<file path="src/rtl/core/b58_pkg.sv">
// Shared types, widths and the base58 alphabet lookup for the base58 decoder.
package b58_pkg;

  localparam int CHAR_W  = 8;
  localparam int DIGIT_W = 6;
  localparam int WORD_W  = 32;
  localparam int BYTE_W  = 8;
  localparam int INDEX_W = 3;

  // queue between front and back; depth is a power of two so pointers wrap
  localparam int QDEPTH = 2;
  localparam int QPTR_W = $clog2(QDEPTH);
  localparam int QCNT_W = $clog2(QDEPTH + 1);

  typedef struct packed {
    logic               last;
    logic               bad;
    logic [DIGIT_W-1:0] digit;
  } qentry_t;

  // Alphabet 1-9 A-H J-N P-Z a-k m-z; anything else is digit zero and bad.
  function automatic qentry_t classify(input logic [CHAR_W-1:0] code,
                                       input logic last);
    qentry_t            e;
    logic [CHAR_W-1:0]  d;
    logic               ok;
    ok = 1'b1;
    d  = '0;
    case (code) inside
      [8'h31:8'h39]: d = code - 8'h31;  // '1'..'9'
      [8'h41:8'h48]: d = code - 8'h38;  // 'A'..'H'
      [8'h4a:8'h4e]: d = code - 8'h39;  // 'J'..'N'
      [8'h50:8'h5a]: d = code - 8'h3a;  // 'P'..'Z'
      [8'h61:8'h6b]: d = code - 8'h40;  // 'a'..'k'
      [8'h6d:8'h7a]: d = code - 8'h41;  // 'm'..'z'
      default: begin
        ok = 1'b0;
        d  = '0;
      end
    endcase
    e.last  = last;
    e.bad   = ~ok;
    e.digit = d[DIGIT_W-1:0];
    return e;
  endfunction

endpackage

</file>
<file path="src/rtl/core/b58_char_if.sv">
// Character request channel: one ASCII code and an end-of-string mark.
interface b58_char_if;
  logic                       valid;
  logic                       ready;
  logic [b58_pkg::CHAR_W-1:0] char_code;
  logic                       last_char;

  modport source (output valid, output char_code, output last_char, input ready);
  modport sink   (input valid, input char_code, input last_char, output ready);
endinterface

</file>
<file path="src/rtl/core/b58_word_if.sv">
// Result request channel: one decoded word with its index and flags.
interface b58_word_if;
  logic                        valid;
  logic                        ready;
  logic [b58_pkg::INDEX_W-1:0] word_index;
  logic [b58_pkg::WORD_W-1:0]  word_value;
  logic                        bad_char;
  logic                        last_word;

  modport source (output valid, output word_index, output word_value,
                  output bad_char, output last_word, input ready);
  modport sink   (input valid, input word_index, input word_value,
                  input bad_char, input last_word, output ready);
endinterface

</file>
<file path="src/rtl/core/b58_front.sv">
// Front end: accepts characters and classifies them into digit entries.
module b58_front (
  b58_char_if.sink          chars,
  output logic              push_valid,
  output b58_pkg::qentry_t  push_entry,
  input  logic              push_ready
);

  assign chars.ready = push_ready;
  assign push_valid  = chars.valid;
  assign push_entry  = b58_pkg::classify(chars.char_code, chars.last_char);

endmodule

</file>
<file path="src/rtl/core/b58_queue.sv">
// Short FIFO of classified digit entries between front and back.
module b58_queue (
  input  logic              clk,
  input  logic              rst,
  input  logic              push_valid,
  input  b58_pkg::qentry_t  push_entry,
  output logic              push_ready,
  output logic              pop_valid,
  output b58_pkg::qentry_t  pop_entry,
  input  logic              pop_ready
);

  b58_pkg::qentry_t               mem [b58_pkg::QDEPTH];
  logic [b58_pkg::QPTR_W-1:0]     wr_ptr;
  logic [b58_pkg::QPTR_W-1:0]     rd_ptr;
  logic [b58_pkg::QCNT_W-1:0]     count;
  logic                           push;
  logic                           pop;

  assign push_ready = count != b58_pkg::QCNT_W'(b58_pkg::QDEPTH);
  assign pop_valid  = count != '0;
  assign pop_entry  = mem[rd_ptr];
  assign push       = push_valid && push_ready;
  assign pop        = pop_valid && pop_ready;

  always_ff @(posedge clk) begin
    if (rst) begin
      wr_ptr <= '0;
      rd_ptr <= '0;
      count  <= '0;
    end else begin
      if (push) wr_ptr <= wr_ptr + b58_pkg::QPTR_W'(1);
      if (pop)  rd_ptr <= rd_ptr + b58_pkg::QPTR_W'(1);
      case ({push, pop})
        2'b10:   count <= count + b58_pkg::QCNT_W'(1);
        2'b01:   count <= count - b58_pkg::QCNT_W'(1);
        default: count <= count;
      endcase
    end
  end

  always_ff @(posedge clk) begin
    if (push) mem[wr_ptr] <= push_entry;
  end

endmodule

</file>
<file path="src/rtl/core/b58_back.sv">
// Back end: multiply-accumulate by 58, snapshot on end of string, word emitter.
module b58_back #(
  parameter int NUM_WORDS = 7
) (
  input  logic              clk,
  input  logic              rst,
  input  logic              q_valid,
  input  b58_pkg::qentry_t  q_entry,
  output logic              q_ready,
  b58_word_if.source        words
);

  localparam int ACC_W = b58_pkg::WORD_W * NUM_WORDS;
  localparam int IDX_W = $clog2(NUM_WORDS);
  localparam logic [IDX_W-1:0] LAST_IDX = IDX_W'(NUM_WORDS - 1);
  localparam logic [b58_pkg::INDEX_W-1:0] LAST_WIDX = b58_pkg::INDEX_W'(NUM_WORDS - 1);

  logic [ACC_W-1:0]              acc;
  logic                          err_seen;
  logic [ACC_W-1:0]              fold;
  logic                          fold_err;
  logic [ACC_W-1:0]              snap;
  logic                          snap_err;
  logic                          busy;
  logic [IDX_W-1:0]              emit_idx;
  logic [IDX_W+2:0]              emit_idx_ext;
  logic [b58_pkg::WORD_W-1:0]    top_word;
  logic                          out_valid;
  logic                          slot_free;
  logic                          emit_fire;
  logic                          emit_last;
  logic                          snap_free;
  logic                          pop;
  logic                          pop_last;

  // acc*58 = acc*32 + acc*16 + acc*8 + acc*2, wrapping at the top word
  assign fold = (acc << 5) + (acc << 4) + (acc << 3) + (acc << 1)
              + {{(ACC_W - b58_pkg::DIGIT_W){1'b0}}, q_entry.digit};
  assign fold_err = err_seen | q_entry.bad;

  assign slot_free = !out_valid || words.ready;
  assign emit_fire = busy && slot_free;
  assign emit_last = emit_idx == LAST_IDX;
  // a new string end may reload the snapshot as its final word leaves
  assign snap_free = !busy || (emit_fire && emit_last);
  assign q_ready   = !q_entry.last || snap_free;
  assign pop       = q_valid && q_ready;
  assign pop_last  = pop && q_entry.last;

  assign top_word     = snap[ACC_W-1 -: b58_pkg::WORD_W];
  assign emit_idx_ext = {3'b000, emit_idx};
  assign words.valid  = out_valid;

  always_ff @(posedge clk) begin
    if (rst) begin
      acc       <= '0;
      err_seen  <= 1'b0;
      busy      <= 1'b0;
      emit_idx  <= '0;
      out_valid <= 1'b0;
    end else begin
      if (pop) begin
        if (q_entry.last) begin
          acc      <= '0;
          err_seen <= 1'b0;
        end else begin
          acc      <= fold;
          err_seen <= fold_err;
        end
      end

      if (emit_fire) begin
        out_valid <= 1'b1;
      end else if (words.ready) begin
        out_valid <= 1'b0;
      end

      if (pop_last) begin
        busy     <= 1'b1;
        emit_idx <= '0;
      end else if (emit_fire) begin
        emit_idx <= emit_idx + IDX_W'(1);
        if (emit_last) busy <= 1'b0;
      end
    end
  end

  always_ff @(posedge clk) begin
    if (pop_last) begin
      snap     <= fold;
      snap_err <= fold_err;
    end else if (emit_fire) begin
      snap <= snap << b58_pkg::WORD_W;
    end

    if (emit_fire) begin
      words.word_index <= emit_idx_ext[b58_pkg::INDEX_W-1:0];
      words.bad_char   <= snap_err;
      words.last_word  <= emit_last;
      if (emit_idx == '0) begin
        words.word_value <= {{(b58_pkg::WORD_W - b58_pkg::BYTE_W){1'b0}},
                             top_word[b58_pkg::BYTE_W-1:0]};
      end else begin
        words.word_value <= top_word;
      end
    end
  end

`ifndef SYNTHESIS
  a_idx_range: assert property (@(posedge clk) disable iff (rst)
    busy |-> emit_idx <= LAST_IDX)
    else $error("emit index past last word");

  a_clear_after_end: assert property (@(posedge clk) disable iff (rst)
    pop_last |=> (acc == '0) && !err_seen)
    else $error("accumulator not cleared after string end");

  a_snapshot_loaded: assert property (@(posedge clk) disable iff (rst)
    pop_last |=> busy && (emit_idx == '0))
    else $error("emitter not started after string end");

  a_last_word_index: assert property (@(posedge clk) disable iff (rst)
    (out_valid && words.last_word) |-> words.word_index == LAST_WIDX)
    else $error("last word flagged at wrong index");
`endif

endmodule

</file>
<file path="src/rtl/core/base58_decode_accumulator.sv">
// Top level of the streaming base58 decoder.
//
// Takes one base58 character per cycle while nothing stalls it; the digit is
// folded into a NUM_WORDS x 32-bit accumulator (times 58 plus digit, wrapping)
// as it leaves a two-entry queue behind the classifier. A character marked
// last loads a snapshot of the result and clears the accumulator, so the next
// string is folded while the snapshot drains NUM_WORDS words, most significant
// first, at one word per cycle while the receiver is ready, through a
// registered output. Sustained rate is one character per cycle while no string
// end is held back; a further string end waits until the snapshot has moved
// its last word into the output register.
// Characters outside the alphabet count as zero and set the sticky bad flag.
module base58_decode_accumulator #(
  parameter int NUM_WORDS = 7
) (
  input  logic       clk,
  input  logic       rst,
  b58_char_if.sink   chars,
  b58_word_if.source words
);

  logic              push_valid;
  logic              push_ready;
  b58_pkg::qentry_t  push_entry;
  logic              q_valid;
  logic              q_ready;
  b58_pkg::qentry_t  q_entry;

  b58_front u_front (
    .chars      (chars),
    .push_valid (push_valid),
    .push_entry (push_entry),
    .push_ready (push_ready)
  );

  b58_queue u_queue (
    .clk        (clk),
    .rst        (rst),
    .push_valid (push_valid),
    .push_entry (push_entry),
    .push_ready (push_ready),
    .pop_valid  (q_valid),
    .pop_entry  (q_entry),
    .pop_ready  (q_ready)
  );

  b58_back #(
    .NUM_WORDS (NUM_WORDS)
  ) u_back (
    .clk     (clk),
    .rst     (rst),
    .q_valid (q_valid),
    .q_entry (q_entry),
    .q_ready (q_ready),
    .words   (words)
  );

endmodule
</file>
<file path="src/flat_wrapper.sv">
// flat-port wrapper written by rule: the top's interface ports become plain ports
module base58_decode_accumulator_flat 
#(
  parameter int NUM_WORDS = 7
)
  (clk, rst, chars_valid, chars_char_code, chars_last_char, chars_ready, words_valid, words_word_index, words_word_value, words_bad_char, words_last_word, words_ready);
  b58_char_if chars_i ();
  b58_word_if words_i ();
  input  logic clk;
  input  logic rst;
  input wire logic [$bits(chars_i.valid)-1:0] chars_valid;
  input wire logic [$bits(chars_i.char_code)-1:0] chars_char_code;
  input wire logic [$bits(chars_i.last_char)-1:0] chars_last_char;
  output wire logic [$bits(chars_i.ready)-1:0] chars_ready;
  output wire logic [$bits(words_i.valid)-1:0] words_valid;
  output wire logic [$bits(words_i.word_index)-1:0] words_word_index;
  output wire logic [$bits(words_i.word_value)-1:0] words_word_value;
  output wire logic [$bits(words_i.bad_char)-1:0] words_bad_char;
  output wire logic [$bits(words_i.last_word)-1:0] words_last_word;
  input wire logic [$bits(words_i.ready)-1:0] words_ready;
  assign chars_i.valid = chars_valid;
  assign chars_i.char_code = chars_char_code;
  assign chars_i.last_char = chars_last_char;
  assign chars_ready = chars_i.ready;
  assign words_valid = words_i.valid;
  assign words_word_index = words_i.word_index;
  assign words_word_value = words_i.word_value;
  assign words_bad_char = words_i.bad_char;
  assign words_last_word = words_i.last_word;
  assign words_i.ready = words_ready;
  base58_decode_accumulator #(.NUM_WORDS(NUM_WORDS)) u_core (.clk(clk), .rst(rst), .chars(chars_i), .words(words_i));
endmodule
</file>
<file path="config.mk">
export PLATFORM = sky130hd
export DESIGN_NAME = base58_decode_accumulator_flat
export DESIGN_NICKNAME = d
export VERILOG_FILES = /design/src/rtl/core/b58_pkg.sv /design/src/rtl/core/b58_char_if.sv /design/src/rtl/core/b58_word_if.sv /design/src/rtl/core/b58_front.sv /design/src/rtl/core/b58_queue.sv /design/src/rtl/core/b58_back.sv /design/src/rtl/core/base58_decode_accumulator.sv /design/src/flat_wrapper.sv
export SDC_FILE = /design/constraint.sdc
export NUM_CORES = 2
export LEC_CHECK = 0
export BUFFER_PORTS_ARGS = -buffer_cell sky130_fd_sc_hd__buf_2
export CAP_MARGIN = 20
export CORE_MARGIN = 3
export CORE_UTILIZATION = 65
export CTS_CLUSTER_SIZE = 16
export DETAILED_ROUTE_END_ITERATION = 16
export PLACE_DENSITY = 0.84
export SLEW_MARGIN = 0
export SYNTH_ARGS = -nofsm -noshare
export SYNTH_HDL_FRONTEND = slang
export SYNTH_SLANG_ARGS = --single-unit
</file>
<file path="constraint.sdc">
create_clock -name clk -period 9.4 [get_ports clk]
set_clock_uncertainty 0.05 [all_clocks]
set_input_delay 0.94 -clock clk [delete_from_list [all_inputs] [get_ports clk]]
set_output_delay 0.94 -clock clk [all_outputs]
set_load 0.02 [all_outputs]
</file>
==> flow_metrics.py <==
metrics = {
    "clock_network": {
        "clk_pin_slew_ns": 0.07,
        "cts.sinks": 512,
        "post_cts_buffers": 0,
        "cts_tree": "yes",
        "clock_path_buffers": 3,
        "worstSkewPairLatency_ns": 0.65,
        "numCtsBuffers": 57,
        "cts.hold.buffers_added": 0,
        "cts_root_buf": "clkbuf_16",
        "htree_levels": 2,
        "cts_resized": 0,
    },
    "synthesis": {
        "syn_area_um2": 48800,
        "synth_cells": 5424,
        "yosys.cell_types.count": 84,
        "synth-seq-cells": 512,
        "synthesis.nets": 6335,
        "synth_top_flop_cell": "edfxtp_1",
        "ys_async_sr_fraction": 0,
        "synth.yosys.seq_area_share": 0.267,
        "syn_area_per_cell_um2": 8.99,
        "yosysWarnings": 0,
        "synth-edff-count": 278,
    },
    "cells_and_area": {
        "stdcell_count": 6331,
        "fillers": 5715,
        "area_growth_pct": 5.84,
        "final_common_cell": "nand2_1",
        "multi_input_area_um2": 32800,
        "drive_above_1_share": 0.0514,
        "postLayoutCoreUtil": 0.701,
        "fin_nets": 6234,
        "final_cell_mix": "nand2_1 (809), inv_1 (553), ha_1 (457)",
        "fin_area_um2": 51600,
        "seq_area_um2": 13000,
    },
    "sta": {
        "fin_crit_sh": 0.856,
        "slew_viol_final": 0,
        "worstMarginPinSlew_ns": 1.20,
        "tns_ns": 0,
        "period_needed_ns": 8.05,
        "setup_viol": 0,
        "rsz0062_at_grt": "no",
        "hold_viol_final": 0,
        "max_freq_ghz": 0.124,
        "slew_headroom": 0.196,
    },
    "power": {
        "p_sw_frac": 0.375,
        "power_w": 0.00856,
        "ir_drop_v": 0.000347,
        "combPwrFrac": 0.303,
        "switching_power_w": 0.00321,
        "p_leak_nw": 24.5,
        "pwr-share-clk": 0.280,
        "power.internal_w": 0.00535,
        "power.share.sequential": 0.417,
        "powerDensity_nw_per_um2": 166,
    },
    "detailed_routing": {
        "vias": 41463,
        "totalWireLength_um": 162000,
        "drc": 0,
        "ant_nets": 0,
        "dr.pass1.iters": 6,
        "wire_per_inst_um": 25.6,
        "vias_per_cell": 6.55,
        "drtIter0Drc": 4782,
    },
    "grt": {
        "grt_util_all_layers": 0.414,
        "overflow": 0,
        "antenna_found_initial": 12,
        "grt_max_degree": 117,
        "grt_pass1_wl_um": 248000,
        "grt_pass1_vias": 41838,
    },
    "place": {
        "place.gp.congestion": 1.08,
        "dpl.hpwl_um": 131000,
        "dp.cells": 6221,
        "placed_cell_area_um2": 49600,
        "portBuffers": 51,
    },
    "floorplanning": {
        "die_w_um": 280,
        "dieArea_um2": 78400,
        "start_util": 0.662,
        "io_pins": 52,
        "fp.dieH_um": 280,
        "row_count": 99,
        "core-area_um2": 73700,
    },
    "setup_path": {
        "worstPathArrival_ns": 8.41,
        "crit_path_start_kind": "flop",
        "crit_required_ns": 9.76,
        "critPathLaunch": "u_core.u_back.acc[33]",
        "end_kind": "flop",
        "critPathKind": "flop to flop",
        "worstPathMaxFanout": 7,
        "r2r-start": "u_core.u_back.acc[33]",
    },
    "min_path": {
        "hp-class": "flop to flop",
        "min-delay-start": "u_core.u_back.snap[195]",
    },
    "status": {
        "outcome": "completed",
    },
    "job": {
        "max_cap_violations": 0,
    },
}
[cell usage after synthesis, drive strengths merged (19+ instances only)]
cell,number,area [um2]
a21o,80,601
o22ai,19,119
ha,457,5720
nor2,356,1340
mux2,47,529
a22oi,83,623
nor3,64,320
dfxtp,234,4680
nand4,126,788
or3,20,125
a21oi,436,2190
fa,441,8830
inv,554,2080
o31ai,26,195
edfxtp,278,8350
a31oi,21,153
and2,53,332
or2,19,119
nor4,25,163
xnor2,144,1260
nand3,47,235
a22o,114,998
o21ai,286,1450
clkbuf,214,803
o21a,34,255
o21bai,62,465
nor2b,37,231
a21boi,20,150
nand2,809,3040
buf,22,96.3
nand2b,23,144
xor2,85,744
[sequential cells by signal (all words and copies together), names as in the netlist, named ones only]
name                            cells
u_core.u_queue.mem                 16
u_core.u_back.err_seen              1
u_core.u_back.snap_err              1
u_core.u_back.acc                 223
u_core.u_back.words.bad_char        1
u_core.u_back.emit_idx              3
u_core.u_back.words.last_word       1
u_core.u_back.words.word_index      3
u_core.u_queue.rd_ptr               1
u_core.u_queue.wr_ptr               1
u_core.u_back.busy                  1
u_core.u_queue.count                2
u_core.u_back.words.valid           1
u_core.u_back.snap                224
u_core.u_back.words.word_value     32
[worst paths after layout]
check,end,slack [ns],cells past startpoint
worst max-delay path,u_core.u_back.snap[185],1.35,19
worst min-delay path,u_core.u_back.words.word_value[3],0.37,0
worst max register to register,u_core.u_back.snap[185],1.35,19
worst min register to register,u_core.u_back.words.word_value[3],0.37,0
[power groups by stage]
stage | Sequential [W] | Combinational [W] | Clock, W
2_1_floorplan | 0.00362 | 0.00162 | 0
3_3_place_gp | 0.00358 | 0.00244 | 0
3_5_place_dp | 0.00360 | 0.00251 | 0
4_1_cts | 0.00356 | 0.00254 | 0.00240
5_1_grt | 0.00359 | 0.00279 | 0.00249
6_report | 0.00357 | 0.00260 | 0.00240
[metal layers]
layer,up-vias,global-route usage,wire [um]
met5,-,0,126
met4,18,0.214,9980
met3,492,0.0890,16500
li1,18577,-,-
met1,20230,0.549,63700
met2,2146,0.642,71900
[worst max-delay path, stage by stage (launching register included)]
cell and delay, ns:
dfxtp_1 0.40, inv_1 0.14, fa_1 0.58, inv_1 0.07
fa_1 0.51, ha_1 0.33, ha_1 0.43, nand4_1 0.19
nor3_1 0.86, nand4_1 0.20, a311oi_1 0.79, nor2_1 0.15
o21bai_1 0.34, a41oi_1 0.32, nor4_2 0.76, a31oi_1 0.39
o41ai_2 0.57, a21oi_1 0.20, xnor2_1 0.22, mux2_2 0.29
[kinds of logic (layout without fill, tap and decap cells)]
logic type,count (synthesis),after routing,share of synthesized area
simple gates,1629,1629,0.148
compound gates,1315,1315,0.173
fa+ha+maj,898,898,0.298
buf+inv,791,738,0.0611
flops,512,512,0.267
xor+xnor,229,229,0.0411
mux,50,50,0.0115
other cells,0,1,0
[cell type report]
cell class | instances | share of cell area
diodes | 1 | 0.0000485
clock buffers | 69 | 0.0297
clock inverters | 38 | 0.00860
inverters | 555 | 0.0404
multi-input cells | 4121 | 0.636
flip-flops and latches | 512 | 0.252
well taps | 959 | 0.0232
repair buffers | 76 | 0.00974
[per-stage QoR]
stage	hold slack, ns	setup WS, ns
detailed placement	0.355	1.87
global route	0.371	1.43
floorplan	0.350	1.00
finish	0.367	1.35
CTS	0.370	1.87
global placement	0.352	1.93
No activity file was read; power rests on OpenSTA's default activity.
